## src/hdl/nmk_pkg.sv

```systemverilog
// Shared types, constants and fixed-point helpers for the Newmark update unit.
`timescale 1ns / 1ps
`default_nettype none
package nmk_pkg;

    // Value format Q24.24, coefficient format Q8.40
    localparam int VALUE_BITS = 48;
    localparam int COEF_BITS  = 48;
    localparam int LIMIT_BITS = COEF_BITS - 1;
    localparam int FRAC_SHIFT = 40;

    // Product magnitude after rounding shift, one spare bit
    localparam int PROD_W = VALUE_BITS + COEF_BITS + 1;
    localparam int MAG_W  = PROD_W - FRAC_SHIFT;

    localparam int FIFO_DEPTH = 4;

    localparam int CFG_IDX_W = 3;
    localparam logic [CFG_IDX_W-1:0] REG_PRED_DV = 3'd0;
    localparam logic [CFG_IDX_W-1:0] REG_PRED_DA = 3'd1;
    localparam logic [CFG_IDX_W-1:0] REG_PRED_VA = 3'd2;
    localparam logic [CFG_IDX_W-1:0] REG_CORR_DA = 3'd3;
    localparam logic [CFG_IDX_W-1:0] REG_CORR_VA = 3'd4;
    localparam logic [CFG_IDX_W-1:0] REG_LIMIT   = 3'd5;

    typedef logic signed [VALUE_BITS-1:0] val_t;
    typedef logic signed [COEF_BITS-1:0]  coef_t;

    localparam val_t VMAX = {1'b0, {(VALUE_BITS-1){1'b1}}};
    localparam val_t VMIN = {1'b1, {(VALUE_BITS-1){1'b0}}};

    typedef enum logic [2:0] {
        CMD_PREDICT  = 3'd0,
        CMD_CORRECT  = 3'd1,
        CMD_TOTAL    = 3'd2,
        CMD_SET_DISP = 3'd3,
        CMD_SET_VEL  = 3'd4,
        CMD_SET_ACC  = 3'd5,
        CMD_HOLD     = 3'd6,
        CMD_UNKNOWN  = 3'd7
    } cmd_t;

    typedef struct packed {
        coef_t                 pred_dv;
        coef_t                 pred_da;
        coef_t                 pred_va;
        coef_t                 corr_da;
        coef_t                 corr_va;
        logic [LIMIT_BITS-1:0] small_limit;
    } cfg_t;

    // Work plan for one item, built by the front end
    typedef struct packed {
        val_t                  d_base;
        val_t                  v_base;
        val_t                  a_fix;
        val_t                  op0;
        val_t                  op1;
        val_t                  op2;
        coef_t                 c0;
        coef_t                 c1;
        coef_t                 c2;
        logic                  needs_div;
        logic                  div_sel;   // 1: quotient feeds lane 0, else lane 2
        logic                  q_neg;
        logic [VALUE_BITS:0]   num;
        logic [COEF_BITS-1:0]  dv;
        logic                  bad;
    } plan_t;

    // Saturating add of two values
    function automatic val_t sat_add(input val_t a, input val_t b);
        logic [VALUE_BITS:0] s;
        s = {a[VALUE_BITS-1], a} + {b[VALUE_BITS-1], b};
        if (s[VALUE_BITS] != s[VALUE_BITS-1]) begin
            return s[VALUE_BITS] ? VMIN : VMAX;
        end
        return val_t'(s[VALUE_BITS-1:0]);
    endfunction

    // Saturating difference a - b
    function automatic val_t sat_sub(input val_t a, input val_t b);
        logic [VALUE_BITS:0] s;
        s = {a[VALUE_BITS-1], a} - {b[VALUE_BITS-1], b};
        if (s[VALUE_BITS] != s[VALUE_BITS-1]) begin
            return s[VALUE_BITS] ? VMIN : VMAX;
        end
        return val_t'(s[VALUE_BITS-1:0]);
    endfunction

    function automatic logic [VALUE_BITS-1:0] vmag(input val_t x);
        return x[VALUE_BITS-1] ? (~x + 1'b1) : x;
    endfunction

    function automatic logic [COEF_BITS-1:0] cmag(input coef_t x);
        return x[COEF_BITS-1] ? (~x + 1'b1) : x;
    endfunction

    // Apply a sign to a magnitude, saturating to the value range
    function automatic val_t from_mag(input logic neg, input logic [MAG_W-1:0] mag);
        logic [MAG_W-1:0] top;
        top = {{(MAG_W-VALUE_BITS+1){1'b0}}, {(VALUE_BITS-1){1'b1}}};
        if (!neg) begin
            return (mag > top) ? VMAX : val_t'(mag[VALUE_BITS-1:0]);
        end
        if (mag > top + MAG_W'(1)) begin
            return VMIN;
        end
        return val_t'(~mag[VALUE_BITS-1:0] + 1'b1);
    endfunction

endpackage
`default_nettype wire

```

## src/hdl/nmk_fifo.sv

```systemverilog
// Short plan queue between front end and back end.
`timescale 1ns / 1ps
`default_nettype none
module nmk_fifo (
    input  wire             aclk,
    input  wire             aresetn,
    input  wire             wr_en,
    input  wire nmk_pkg::plan_t wr_plan,
    output logic            full,
    input  wire             rd_en,
    output logic            head_valid,
    output nmk_pkg::plan_t  head_plan
);
    import nmk_pkg::*;

    localparam int PTR_W = $clog2(FIFO_DEPTH);
    localparam int CNT_W = $clog2(FIFO_DEPTH + 1);

    plan_t             mem [FIFO_DEPTH];
    logic [PTR_W-1:0]  wr_ptr_reg, wr_ptr_next;
    logic [PTR_W-1:0]  rd_ptr_reg, rd_ptr_next;
    logic [CNT_W-1:0]  count_reg, count_next;

    assign full       = (count_reg == CNT_W'(FIFO_DEPTH));
    assign head_valid = (count_reg != '0);
    assign head_plan  = mem[rd_ptr_reg];

    // Advance pointers and count
    always_comb begin
        wr_ptr_next = wr_ptr_reg;
        rd_ptr_next = rd_ptr_reg;
        count_next  = count_reg;
        if (wr_en) begin
            wr_ptr_next = (wr_ptr_reg == PTR_W'(FIFO_DEPTH - 1)) ? '0 : wr_ptr_reg + 1'b1;
        end
        if (rd_en) begin
            rd_ptr_next = (rd_ptr_reg == PTR_W'(FIFO_DEPTH - 1)) ? '0 : rd_ptr_reg + 1'b1;
        end
        if (wr_en && !rd_en) begin
            count_next = count_reg + 1'b1;
        end else if (!wr_en && rd_en) begin
            count_next = count_reg - 1'b1;
        end
    end

    always_ff @(posedge aclk) begin
        if (!aresetn) begin
            wr_ptr_reg <= '0;
            rd_ptr_reg <= '0;
            count_reg  <= '0;
        end else begin
            wr_ptr_reg <= wr_ptr_next;
            rd_ptr_reg <= rd_ptr_next;
            count_reg  <= count_next;
        end
    end

    // Store entries
    always_ff @(posedge aclk) begin
        if (wr_en) begin
            mem[wr_ptr_reg] <= wr_plan;
        end
    end

endmodule
`default_nettype wire

```

## config.mk

```make
export PLATFORM = sky130hd
export DESIGN_NAME = nmk_fifo
export DESIGN_NICKNAME = d
export VERILOG_FILES = /design/src/hdl/nmk_pkg.sv /design/src/hdl/nmk_fifo.sv
export SDC_FILE = /design/constraint.sdc
export NUM_CORES = 1
export LEC_CHECK = 0
export ABC_CLOCK_PERIOD_IN_PS = 24500
export BUFFER_PORTS_ARGS = -buffer_cell sky130_fd_sc_hd__clkbuf_2
export CAP_MARGIN = 20
export CORE_ASPECT_RATIO = 0.8
export CORE_UTILIZATION = 35
export CTS_CLUSTER_SIZE = 8
export DETAILED_ROUTE_END_ITERATION = 12
export SLEW_MARGIN = 15
export SYNTH_ARGS = -nofsm -noshare
export SYNTH_HDL_FRONTEND = slang
export SYNTH_SLANG_ARGS = --single-unit
```

## constraint.sdc

```tcl
create_clock -name aclk -period 24.5 [get_ports aclk]
set_input_delay 4.9 -clock aclk [delete_from_list [all_inputs] [get_ports aclk]]
set_output_delay 4.9 -clock aclk [all_outputs]
set_load 0.05 [all_outputs]
```

==> summary.txt <==
Outcome
  – Status: completed

Power and ir drop
  – Leakage power: roughly 31 nW
  – PwrDens: 95.59 nW/um^2
  – VDD IR max: 0.07472 mV

Global routing
  – Largest net degree at the start of global routing: 138
  – Met2 Usage GRT: 27.75%
  – Initial antenna violation count: between 40 and 50
  – Met1 Track Usage GR: about a fifth
  – Gr usage total: approximately 16%
  – Layer carrying the most global-route usage: met2
  – Vias in the first global route: 37316
  – GRT overflow: 0
  – GR met3 Demand/Resource: approximately 4.7%
  – First-pass GRT wire length: 265.3 mm

Cells and area
  – Final Cell Area: 94350 sq um
  – Area grow syn2layout: 22.04%
  – Fin nets: approximately 4700
  – Ratio of cells with drive above 1 in the final layout: 47.77%
  – Max reg flops: 2132

Floorplanning
  – DIE AREA: 222800 sq um
  – Initial Util: 35.39%
  – DIE WIDTH: 527.5 um
  – Core area: 218400 sq um
  – I/O pins: 1072
  – Die H: 422.4 um
  – Std cell rows: 153

Logic synthesis
  – Netlist cell types: 23
  – Post-synth EDFFs: 2132
  – Post-synth net total: 3371
  – Ranking of synthesized cells by area: edfxtp_1 83%, mux4_2 16%, buf_6 0.60%, buf_2 0.36%, dfxtp_1 0.23%
  – Syn_area_per_cell: 27.35 sq um
  – Yosys top cell area share: 82.81%
  – Register area share after synthesis: between 80 and 90%
  – Most frequent cell after synthesis: edfxtp_1
  – Top FF cell, synth: edfxtp_1
  – Cell taking the most area after synthesis: edfxtp_1
  – Post-synthesis register bit count: about 2100
  – Post-Syn Area: just under 80000 sq um
  – Post-synth top cells: 2132 x edfxtp_1, 533 x mux4_2, 56 x buf_2, 41 x buf_6, 11 x clkbuf_1
  – Ys async rst share: 0%
  – Synth Instances: 2827
  – Synth warnings: 0

STA
  – RSZ-0062 raised after global routing: no
  – Relative slew margins: 24.69%
  – Setup TNS: 0 ps
  – Clock Skew: 35.20 ps
  – Slew Limit Fails: 0
  – Worst Max-Slew Pin Slew: 1130 ps
  – Final min period: 10100 ps
  – Upper clock frequency limit: 98.97 MHz
  – Final hold viol count: 0
  – Final period util: 41.24%
  – Final setup vio count: 0

Clock network
  – Post-CTS Setup Bufs: 0
  – Clock-pin slew on the worst setup and hold paths: 50 ps
  – Clock root buffer: clkbuf_16
  – Number of CTS-inserted buffers: 310
  – CTS tree: built
  – H-tree Lvls: 5
  – Clock Tree Buf Depth: 4
  – TritonCTS Sinks: 2141
  – CTS resizes: 0
  – Worst-skew pair later-pin latency: around 810 ps
  – # hold bufs at CTS: 0

Worst setup path
  – Critical Path RT: between 15000 and 20000 ps
  – CP startpoint kind: flop
  – Crit path DAT: 5200 ps
  – Critical path endpoint category: output pin
  – WS Path Type: flop to output pin
  – Crit Path Max Fanout: 63
  – R2R Path Start: wr_ptr_reg[0]
  – FF-to-FF path depth: 6
  – R2R Setup Slk: 19580 ps
  – Reg-to-Reg End: mem[3][368]

Hold path
  – Hold path endpoint: count_reg[2]
  – Hold depth: 2
  – Hold path startpoint: count_reg[2]
  – HP Class: flop to flop

Placement
  – GP Congestion: 0.8134
  – HPWL Detailed: 119.4 mm
  – Placed Area: roughly 86000 sq um
  – Number of port buffers: 1071

Detailed routing
  – Initial DRC Count: 2623
  – Wire per inst: 25.79 um
  – DR pass1 iterations: 5
  – Antenna Nets Post-Route: 0
  – DRC violations left: 0
  – Vias: 35516
  – Vias per inst: around 5.0
  – WL final: 184.4 mm

Flow run
  – Max-cap check violation count: 0
## metrics by stage
step                utilization (%)  power [W]  hold WS, ps  std cells  worst slack (ps)
floorplan                         -   0.005146        467.4       2827              6675
global placement              39.37   0.005383        484.7       6781             14990
detailed placement            39.37   0.005395        525.6       6781             14960
CTS                           43.17   0.009134        532.6       7132             14090
global route                  43.19   0.009315        559.1       7148             13870
finish                        43.19   0.009018        524.3       7151             14400
## layer usage
layer	up-vias	routed length, um	part of all wire [%]
met1	18972	70580	38
met2	1185	95050	52
met5	-	175	0.095
li1	14978	-	-
met4	28	6190	3.4
met3	353	12430	6.7
## worst max-delay path by stage
stage / start / to / slack [ps] / depth (start not counted)
3_5_place_dp: wr_en / mem[3][522] / 14960 / 6
2_1_floorplan: wr_en / mem[0][0] / 6680 / 1
3_3_place_gp: wr_en / mem[3][7] / 14990 / 6
4_1_cts: flop / head_plan[202] / 14090 / 5
5_1_grt: flop / head_plan[219] / 13870 / 5
6_report: flop / head_plan[522] / 14400 / 5
## power breakdown
part	switching (W)	internal, W	leakage, nW
Combinational	0.000775	0.000281	7.79
Clock	0.00144	0.00227	4.05
Sequential	0.0000380	0.00422	19.7
## worst max-delay path, stage by stage (launching register included)
cell,delay [ps]
dfxtp_4,970
buf_4,830
buf_4,820
buf_4,710
mux4_2,470
clkbuf_2,290
## placed cells by master, fill, tap and decap left out
cell type and n:
buf_4 53, clkinv_8 5, clkbuf_16 315, xnor2_1 1, clkbuf_2 1071, buf_12 3, dfxtp_4 2, clkinv_1 1
inv_6 4, fa_1 1, ha_1 6, edfxtp_1 2132, nor3b_1 1, and2_4 4, mux4_2 533, clkbuf_1 16
dfxtp_1 7, o21ai_0 1, clkinv_16 6, and2_1 1, inv_16 2, mux2i_1 4, clkinv_2 2, or3_1 2
a21boi_0 1, nor3_1 1, diode_2 19, o21a_1 1, xor2_1 1, nor2_1 1, nor2b_1 5, inv_1 4
## layout make-up
class | count | area [sq um]
inverters | 4 | 15.01
clock buffers | 331 | 7943
clock inverters | 20 | 350.3
repair buffers | 1127 | 5818
multi-input cells | 564 | 12280
flip-flops and latches | 2141 | 64210
fillers | 18500 | 124100
well taps | 2945 | 3685
diodes | 19 | 47.55
## cell families after synthesis
| family | count (synthesis) | share of synthesized area [%] |
|---|---|---|
| compound gates | 3 | 0.02590 |
| mux | 537 | 15.58 |
| xor+xnor | 2 | 0.02266 |
| fa+ha+maj | 7 | 0.1230 |
| buf+inv | 122 | 1.086 |
| flops | 2141 | 83.05 |
| simple gates | 15 | 0.1181 |
Power figures use the tool's default switching activity.
