[config.mk]
export PLATFORM = sky130hd
export DESIGN_NAME = nmk_front
export DESIGN_NICKNAME = d
export VERILOG_FILES = /design/src/hdl/nmk_pkg.sv /design/src/hdl/nmk_front.sv
export SDC_FILE = /design/constraint.sdc
export NUM_CORES = 1
export LEC_CHECK = 0
export CORE_AREA = 2 2 398 400
export DETAILED_ROUTE_END_ITERATION = 8
export DIE_AREA = 0 0 400 402
export DONT_BUFFER_PORTS = 1
export SYNTH_ARGS = -nofsm -noshare
export SYNTH_HDL_FRONTEND = slang
export SYNTH_SLANG_ARGS = --single-unit
[constraint.sdc]
create_clock -name vclk -period 20.4
set_input_delay 6.12 -clock vclk [all_inputs]
set_output_delay 6.12 -clock vclk [all_outputs]
set_load 0.01 [all_outputs]
[src/hdl/nmk_pkg.sv]
// Shared types, constants and fixed-point helpers for the Newmark update unit.
`timescale 1ns / 1ps
`default_nettype none
package nmk_pkg;

    // Value format Q24.24, coefficient format Q8.40
    localparam int VALUE_BITS = 48;
    localparam int COEF_BITS  = 48;
    localparam int LIMIT_BITS = COEF_BITS - 1;
    localparam int FRAC_SHIFT = 40;

    // Product magnitude after rounding shift, one spare bit
    localparam int PROD_W = VALUE_BITS + COEF_BITS + 1;
    localparam int MAG_W  = PROD_W - FRAC_SHIFT;

    localparam int FIFO_DEPTH = 4;

    localparam int CFG_IDX_W = 3;
    localparam logic [CFG_IDX_W-1:0] REG_PRED_DV = 3'd0;
    localparam logic [CFG_IDX_W-1:0] REG_PRED_DA = 3'd1;
    localparam logic [CFG_IDX_W-1:0] REG_PRED_VA = 3'd2;
    localparam logic [CFG_IDX_W-1:0] REG_CORR_DA = 3'd3;
    localparam logic [CFG_IDX_W-1:0] REG_CORR_VA = 3'd4;
    localparam logic [CFG_IDX_W-1:0] REG_LIMIT   = 3'd5;

    typedef logic signed [VALUE_BITS-1:0] val_t;
    typedef logic signed [COEF_BITS-1:0]  coef_t;

    localparam val_t VMAX = {1'b0, {(VALUE_BITS-1){1'b1}}};
    localparam val_t VMIN = {1'b1, {(VALUE_BITS-1){1'b0}}};

    typedef enum logic [2:0] {
        CMD_PREDICT  = 3'd0,
        CMD_CORRECT  = 3'd1,
        CMD_TOTAL    = 3'd2,
        CMD_SET_DISP = 3'd3,
        CMD_SET_VEL  = 3'd4,
        CMD_SET_ACC  = 3'd5,
        CMD_HOLD     = 3'd6,
        CMD_UNKNOWN  = 3'd7
    } cmd_t;

    typedef struct packed {
        coef_t                 pred_dv;
        coef_t                 pred_da;
        coef_t                 pred_va;
        coef_t                 corr_da;
        coef_t                 corr_va;
        logic [LIMIT_BITS-1:0] small_limit;
    } cfg_t;

    // Work plan for one item, built by the front end
    typedef struct packed {
        val_t                  d_base;
        val_t                  v_base;
        val_t                  a_fix;
        val_t                  op0;
        val_t                  op1;
        val_t                  op2;
        coef_t                 c0;
        coef_t                 c1;
        coef_t                 c2;
        logic                  needs_div;
        logic                  div_sel;   // 1: quotient feeds lane 0, else lane 2
        logic                  q_neg;
        logic [VALUE_BITS:0]   num;
        logic [COEF_BITS-1:0]  dv;
        logic                  bad;
    } plan_t;

    // Saturating add of two values
    function automatic val_t sat_add(input val_t a, input val_t b);
        logic [VALUE_BITS:0] s;
        s = {a[VALUE_BITS-1], a} + {b[VALUE_BITS-1], b};
        if (s[VALUE_BITS] != s[VALUE_BITS-1]) begin
            return s[VALUE_BITS] ? VMIN : VMAX;
        end
        return val_t'(s[VALUE_BITS-1:0]);
    endfunction

    // Saturating difference a - b
    function automatic val_t sat_sub(input val_t a, input val_t b);
        logic [VALUE_BITS:0] s;
        s = {a[VALUE_BITS-1], a} - {b[VALUE_BITS-1], b};
        if (s[VALUE_BITS] != s[VALUE_BITS-1]) begin
            return s[VALUE_BITS] ? VMIN : VMAX;
        end
        return val_t'(s[VALUE_BITS-1:0]);
    endfunction

    function automatic logic [VALUE_BITS-1:0] vmag(input val_t x);
        return x[VALUE_BITS-1] ? (~x + 1'b1) : x;
    endfunction

    function automatic logic [COEF_BITS-1:0] cmag(input coef_t x);
        return x[COEF_BITS-1] ? (~x + 1'b1) : x;
    endfunction

    // Apply a sign to a magnitude, saturating to the value range
    function automatic val_t from_mag(input logic neg, input logic [MAG_W-1:0] mag);
        logic [MAG_W-1:0] top;
        top = {{(MAG_W-VALUE_BITS+1){1'b0}}, {(VALUE_BITS-1){1'b1}}};
        if (!neg) begin
            return (mag > top) ? VMAX : val_t'(mag[VALUE_BITS-1:0]);
        end
        if (mag > top + MAG_W'(1)) begin
            return VMIN;
        end
        return val_t'(~mag[VALUE_BITS-1:0] + 1'b1);
    endfunction

endpackage
`default_nettype wire

[src/hdl/nmk_front.sv]
// Front end: decode the command and build the work plan for one item.
`timescale 1ns / 1ps
`default_nettype none
module nmk_front (
    input  wire nmk_pkg::cmd_t  command,
    input  wire nmk_pkg::val_t  displacement_in,
    input  wire nmk_pkg::val_t  velocity_in,
    input  wire nmk_pkg::val_t  acceleration_in,
    input  wire nmk_pkg::val_t  operand_value,
    input  wire nmk_pkg::cfg_t  cfg,
    output nmk_pkg::plan_t      plan
);
    import nmk_pkg::*;

    val_t                  d, v, a, x, y;
    coef_t                 c;
    logic [VALUE_BITS:0]   diff;
    logic [COEF_BITS-1:0]  dv;
    logic                  div_ok;

    assign d = displacement_in;
    assign v = velocity_in;
    assign a = acceleration_in;
    assign x = operand_value;

    // Back-solve operands: exact difference and divisor magnitude
    always_comb begin
        if (command == CMD_SET_DISP) begin
            y = d;
            c = cfg.corr_da;
        end else begin
            y = v;
            c = cfg.corr_va;
        end
        diff   = {x[VALUE_BITS-1], x} - {y[VALUE_BITS-1], y};
        dv     = cmag(c);
        div_ok = dv > COEF_BITS'(cfg.small_limit);
    end

    // Route values and coefficients per command
    always_comb begin
        plan           = '0;
        plan.d_base    = d;
        plan.v_base    = v;
        plan.a_fix     = a;
        plan.num       = diff[VALUE_BITS] ? (~diff + 1'b1) : diff;
        plan.dv        = dv;
        plan.q_neg     = diff[VALUE_BITS] ^ c[COEF_BITS-1];
        case (command)
            CMD_PREDICT: begin
                plan.op0   = v;
                plan.c0    = cfg.pred_dv;
                plan.op1   = a;
                plan.c1    = cfg.pred_da;
                plan.op2   = a;
                plan.c2    = cfg.pred_va;
                plan.a_fix = '0;
            end
            CMD_CORRECT: begin
                plan.op0   = x;
                plan.c0    = cfg.corr_da;
                plan.op2   = x;
                plan.c2    = cfg.corr_va;
                plan.a_fix = sat_add(a, x);
            end
            CMD_TOTAL: begin
                plan.op0   = sat_sub(x, a);
                plan.c0    = cfg.corr_da;
                plan.op2   = sat_sub(x, a);
                plan.c2    = cfg.corr_va;
                plan.a_fix = x;
            end
            CMD_SET_DISP: begin
                plan.d_base    = x;
                plan.c2        = cfg.corr_va;
                plan.a_fix     = '0;
                plan.needs_div = div_ok;
                plan.div_sel   = 1'b0;
            end
            CMD_SET_VEL: begin
                plan.v_base    = x;
                plan.c0        = cfg.corr_da;
                plan.a_fix     = '0;
                plan.needs_div = div_ok;
                plan.div_sel   = 1'b1;
            end
            CMD_SET_ACC: begin
                plan.op0   = x;
                plan.c0    = cfg.corr_da;
                plan.op2   = x;
                plan.c2    = cfg.corr_va;
                plan.a_fix = x;
            end
            CMD_HOLD: begin
                plan.a_fix = a;
            end
            default: begin
                plan.bad = 1'b1;
            end
        endcase
    end

endmodule
`default_nettype wire

==> metrics.txt, run 1 <==
number of fill cells in the layout 18300; die area 0.161 mm2; placed insts 4872; Post-Syn Area 0.0191 mm2; FF/Latch Area 0 um2; Finished Layout Cells 4957; vias per cell 4.92; WS Path Type in -> out; routed len/inst ~36 um; Synth area leader ha_1; Compound-Gate Fraction of Synth Area 34.9%; Worst Path Required ~14000 ps; Synth Area in Adders 13.0%; Area growth syn-to-layout 12.6%; Worst Tran Pin Value approximately 1300 ps; top post-synthesis cells by area ha_1 (13%), nand2_1 (8.0%), xnor2_1 (6.1%), a21oi_1 (5.8%), mux2i_1 (5.0%); DRC errors left 0; top-area cell type share of the netlist area 12.6%; CORE AREA 0.157 mm2; most numerous cell in the Yosys netlist nand2_1; final worst hold slack 12360 ps; Die X-Extent 400 um; Pwr Total 0.868 mW; first-pass GRT wire length 220 mm; Nets 3480; largest family of logic cells by synthesized area compound AO/OA/AOI/OAI gates; I/O pins 1015; worst-path fanout max 72; vias after detailed routing between 20000 and 25000; Setup-failing EPs final 0; syn avg cell area 6.48 um2; Final Core Density 13.7%; Max-cap violations 0; Pwr Density 40.3 mW/mm2; worst hold path class in -> out; WL final 179 mm; # clk buffers 0; total gr overflow 0; # resized after CTS 0; post-route worst setup slack 1830 ps; post-synthesis mux area share ~8.1%; post-route setup TNS 0 ps; count of hold buffers inserted by post-cts repair 0; starting density of the core 12.2%; postcts setup bufs 0; Lkg Pwr 9.06 nW; hold violation count in the final report 0; Slowest cell on crit path or4_1; post-synth cell types 95; initial antenna violation count 72; Synth Area in XOR/XNOR slightly above 9%; Synth Instances 2952; TritonRoute pass-1 iters 5; CP max stage delay 710 ps; Post-Syn Nets 3630; largest net degree at the start of global routing 99; share of cells above drive strength 1 6.25%; vias in the first global route approximately 22000; post-route ant nets 0; RSZ-0062 raised after global routing no; Synth top cells by count nand2_1 (406), a21oi_1 (221), ha_1 (193), nor2_1 (186), inv_1 (171); slew margin rel. 10.6%; critical-path cell list nand3b_1, buf_12, mux2i_1, o2111ai_1, or4_1, nand4b_1, nor2_1, o21ai_0, nor2_1, nor2_1, xnor2_1, ha_1, nand3_1, nor2_1, nand2_1, or3_1, or3_1, nor2_1, nor4_1, o31ai_1, o311ai_1, buf_4; Critical Path Sink Type output pin; routability cong. ~1; Final min period approximately 19000 ps; status finished, final reports clean; critical path arrival 12450 ps; Worst VDD drop around 0.025 mV; Most Frequent Cell on Critical Path nor2_1; Synth Area in Simple Gates 27.7%; Final Max Tran Viols 0; Die Span Y 402 um; Site Rows about 150; Post-Place Setup Slack 1890 ps; area of the multi-input gates roughly 0.018 mm2; register area share after synthesis 0%; Yosys warnings 0; DP Area 0.0213 mm2; num sequential 0; # port buffers 0; Starting DRT DRC Count 2526; Post-Layout Inst Area 0.0216 mm2; Max Fclk around 54 MHz; DP HPWL 158 mm; CP Launch Type primary input; gr usage total roughly a fifth; fin crit share 91.0%
## where the power goes
part	switching (mW)	leakage, nW	internal (mW)
clock	0	0.000528	0.000000335
combinational	0.599	9.06	0.268
sequential	0	0	0
## area by class of cell
| cell class | count | share of cell area, % |
|---|---|---|
| diodes | 85 | 0.987 |
| multi-input cells | 2592 | 82.7 |
| inverters | 173 | 3.01 |
| well taps | 2072 | 12.0 |
| repair buffers | 35 | 1.28 |
## per-layer routing
| metal | up-vias | share of wire [%] | track usage, % |
|---|---|---|---|
| li1 | 10500 | - | - |
| met1 | 11600 | 26 | 15.4 |
| met2 | 1681 | 49 | 35.9 |
| met3 | 490 | 13 | 10.2 |
| met4 | 38 | 12 | 23.6 |
| met5 | - | 0.18 | 0.242 |
## cell families (layout without fill, tap and decap cells)
family / count (synthesis) / after routing
and+or+nand+nor: 1084 / 1084
AOI/OAI and AO/OA: 966 / 966
buffers and inverters: 360 / 208
adders and majority gates: 197 / 197
xor gates and xnor gates: 196 / 196
muxes: 149 / 149
other: 0 / 85
## worst max-delay path: cells and delay by family
kind / cells / cell delay, ps
muxes: 1 / 480
xor gates and xnor gates: 1 / 520
adders and majority gates: 1 / 230
buffers and inverters: 2 / 640
AOI/OAI and AO/OA: 4 / 830
and+or+nand+nor: 13 / 3570
## cell usage in the layout, fill, tap and decap left out, types with 12 or more instances in the layout
| master | netlist | final |
|---|---|---|
| and2_1 | 107 | 105 |
| a21o_1 | 86 | 85 |
| xor2_1 | 60 | 60 |
| and2_0 | 12 | 12 |
| or2_2 | 44 | 44 |
| and3_1 | 18 | 18 |
| nor2_1 | 186 | 185 |
| nand3_1 | 44 | 44 |
| o21a_1 | 32 | 32 |
| buf_4 | 4 | 34 |
| nor2b_1 | 26 | 25 |
| nand2b_1 | 26 | 26 |
| a22o_1 | 104 | 104 |
| or3_1 | 26 | 26 |
| xnor2_1 | 134 | 133 |
| a2bb2oi_1 | 21 | 21 |
| o21ai_0 | 140 | 138 |
| nor4_1 | 20 | 20 |
| mux2_2 | 53 | 53 |
| nor3_1 | 83 | 81 |
| a22oi_1 | 77 | 77 |
| a21oi_1 | 221 | 221 |
| a31oi_1 | 29 | 28 |
| nand2_1 | 406 | 406 |
| o31ai_1 | 60 | 60 |
| a211oi_1 | 25 | 25 |
| ha_1 | 193 | 193 |
| o211ai_1 | 16 | 16 |
| diode_2 | 0 | 85 |
| o21bai_1 | 30 | 30 |
| inv_1 | 171 | 171 |
| mux2i_1 | 96 | 95 |
| nand4_1 | 33 | 33 |
## path summary, 6_finish.rpt
kind | startpoint | to | slack [ps] | cells past startpoint
worst max-delay path | command[2] | plan[100] | 1830 | 22
worst min-delay path | displacement_in[13] | plan[498] | 12360 | 2
(Power assumes the default switching activity.)
==> run 2: changes to the inputs <==
--- a/config.mk
+++ b/config.mk
@@ -9,6 +9,8 @@
 export DETAILED_ROUTE_END_ITERATION = 8
 export DIE_AREA = 0 0 400 402
 export DONT_BUFFER_PORTS = 1
+export RECOVER_POWER = 100
+export SETUP_SLACK_MARGIN = 0.05
 export SYNTH_ARGS = -nofsm -noshare
 export SYNTH_HDL_FRONTEND = slang
 export SYNTH_SLANG_ARGS = --single-unit
==> metrics.txt, run 2 (synthesis results as in run 1) <==
Pwr Density about 40 mW/mm2; DP HPWL around 160 mm; post-route setup TNS 0 ps; Pwr Total roughly 0.86 mW; CP max stage delay 1470 ps; Starting DRT DRC Count around 2600; WS Path Type in -> out; CP Launch Type primary input; post-route ant nets 0; hold_sp displacement_in[13]; CP bufs+invs 3; number of fill cells in the layout about 18000; vias per cell 4.89; # resized after CTS 0; Slowest cell on crit path clkbuf_1; first-pass GRT wire length between 200 and 250 mm; final worst hold slack 12360 ps; routed len/inst 36.1 um; fin crit share roughly 94%; Lkg Pwr 8.87 nW; worst-path fanout max 37; number of cells on the critical path 14; Max-cap violations 10; Setup-failing EPs final 0; total gr overflow 0; Worst Path Required 14280 ps; failing checks capacitance limit, slew limit; initial antenna violation count 72; post-route worst setup slack 1120 ps; WL final approximately 180 mm; Crit path max-delay family compound AO/OA/AOI/OAI gates; Final min period approximately 19000 ps; Hold EP plan[498]; Area growth syn-to-layout 12.1%; die area about 0.16 mm2; # port buffers 0; placed insts 4872; vias in the first global route 22400; worst hold path class in -> out; critical path arrival 13160 ps; postcts setup bufs 0; Finished Layout Cells 4962; Nets 3480; I/O pins approximately 1000; Worst VDD drop ~0.026 mV; largest net degree at the start of global routing 99; hold violation count in the final report 0; count of hold buffers inserted by post-cts repair 0; TritonRoute pass-1 iters 6; CORE AREA 0.157 mm2; Max Used Layer met5; gr usage total 20.7%; leading cell type in the layout, fill and taps excluded nand2_1; # clk buffers 0; Max Fclk 51.9 MHz; routability cong. 1.02; Worst Hold Depth 2; share of cells above drive strength 1 3.18%; Die X-Extent 400 um; Final Core Density between 10% and 20%; DRC errors left 0; Die Span Y ~400 um; Critical Path Sink Type output pin; slew margin rel. -198%; Post-Place Setup Slack 1890 ps; met1 WL 46.5 mm; Post-Layout Inst Area 0.0215 mm2; starting density of the core 12.2%; Worst Tran Pin Value 4460 ps; Site Rows 146; Final Max Tran Viols 481; RSZ-0062 raised after global routing no; routed wl met3 22.9 mm; most frequent cells in the layout nand2_1 (406), a21oi_1 (221), ha_1 (193); DP Area 0.0213 mm2; num sequential 0; status finished with violations; critical-path cell list inv_1, ha_1, nor2b_1, o21ai_0, a2111oi_0, clkbuf_1, o311ai_0, a21oi_1, o21ai_0, o22ai_1, a311oi_1, clkbuf_1, o21ai_1, nand2_1; vias after detailed routing 24300; FF/Latch Area 0 um2; WL met2 between 80 and 90 mm
-- run 2: cell types whose count changed in the layout (fill, tap and decap cells not counted), sizes merged --
cell,before,now
clkbuf,0,19
buf,35,16
diode,85,90
-- run 2: area by class of cell --
type                       instances  area (um2)  area share, %
antenna                           90         225           1.05
inverter                         173         649           3.03
multi-input combinational       2592       17800           82.9
tap                             2072        2590           12.1
timing repair buffer              35         204          0.950
-- run 2: layer usage --
| metal | global-route usage [%] | vias up |
|---|---|---|
| li1 | - | 10500 |
| met1 | 15.4 | 11600 |
| met2 | 35.9 | 1633 |
| met3 | 10.2 | 509 |
| met4 | 23.6 | 34 |
| met5 | 0.242 | - |
-- run 2: power by group --
part	total (mW)	switching (mW)	leakage [nW]	internal (mW)
clock network	0.000000401	0	0.000560	0.000000401
registers	0	0	0	0
logic	0.864	0.599	8.87	0.265
total	0.864	0.599	8.87	0.265
-- run 2: worst max path at each step --
| stage | from | endpoint | slack (ps) |
|---|---|---|---|
| finish | operand_value[0] | plan[278] | 1120 |
| global route | operand_value[0] | plan[278] | 860 |
| CTS | command[2] | plan[100] | 1870 |
| detailed placement | command[2] | plan[100] | 1890 |
| global placement | command[2] | plan[100] | 1840 |
| floorplan | command[2] | plan[100] | 2290 |
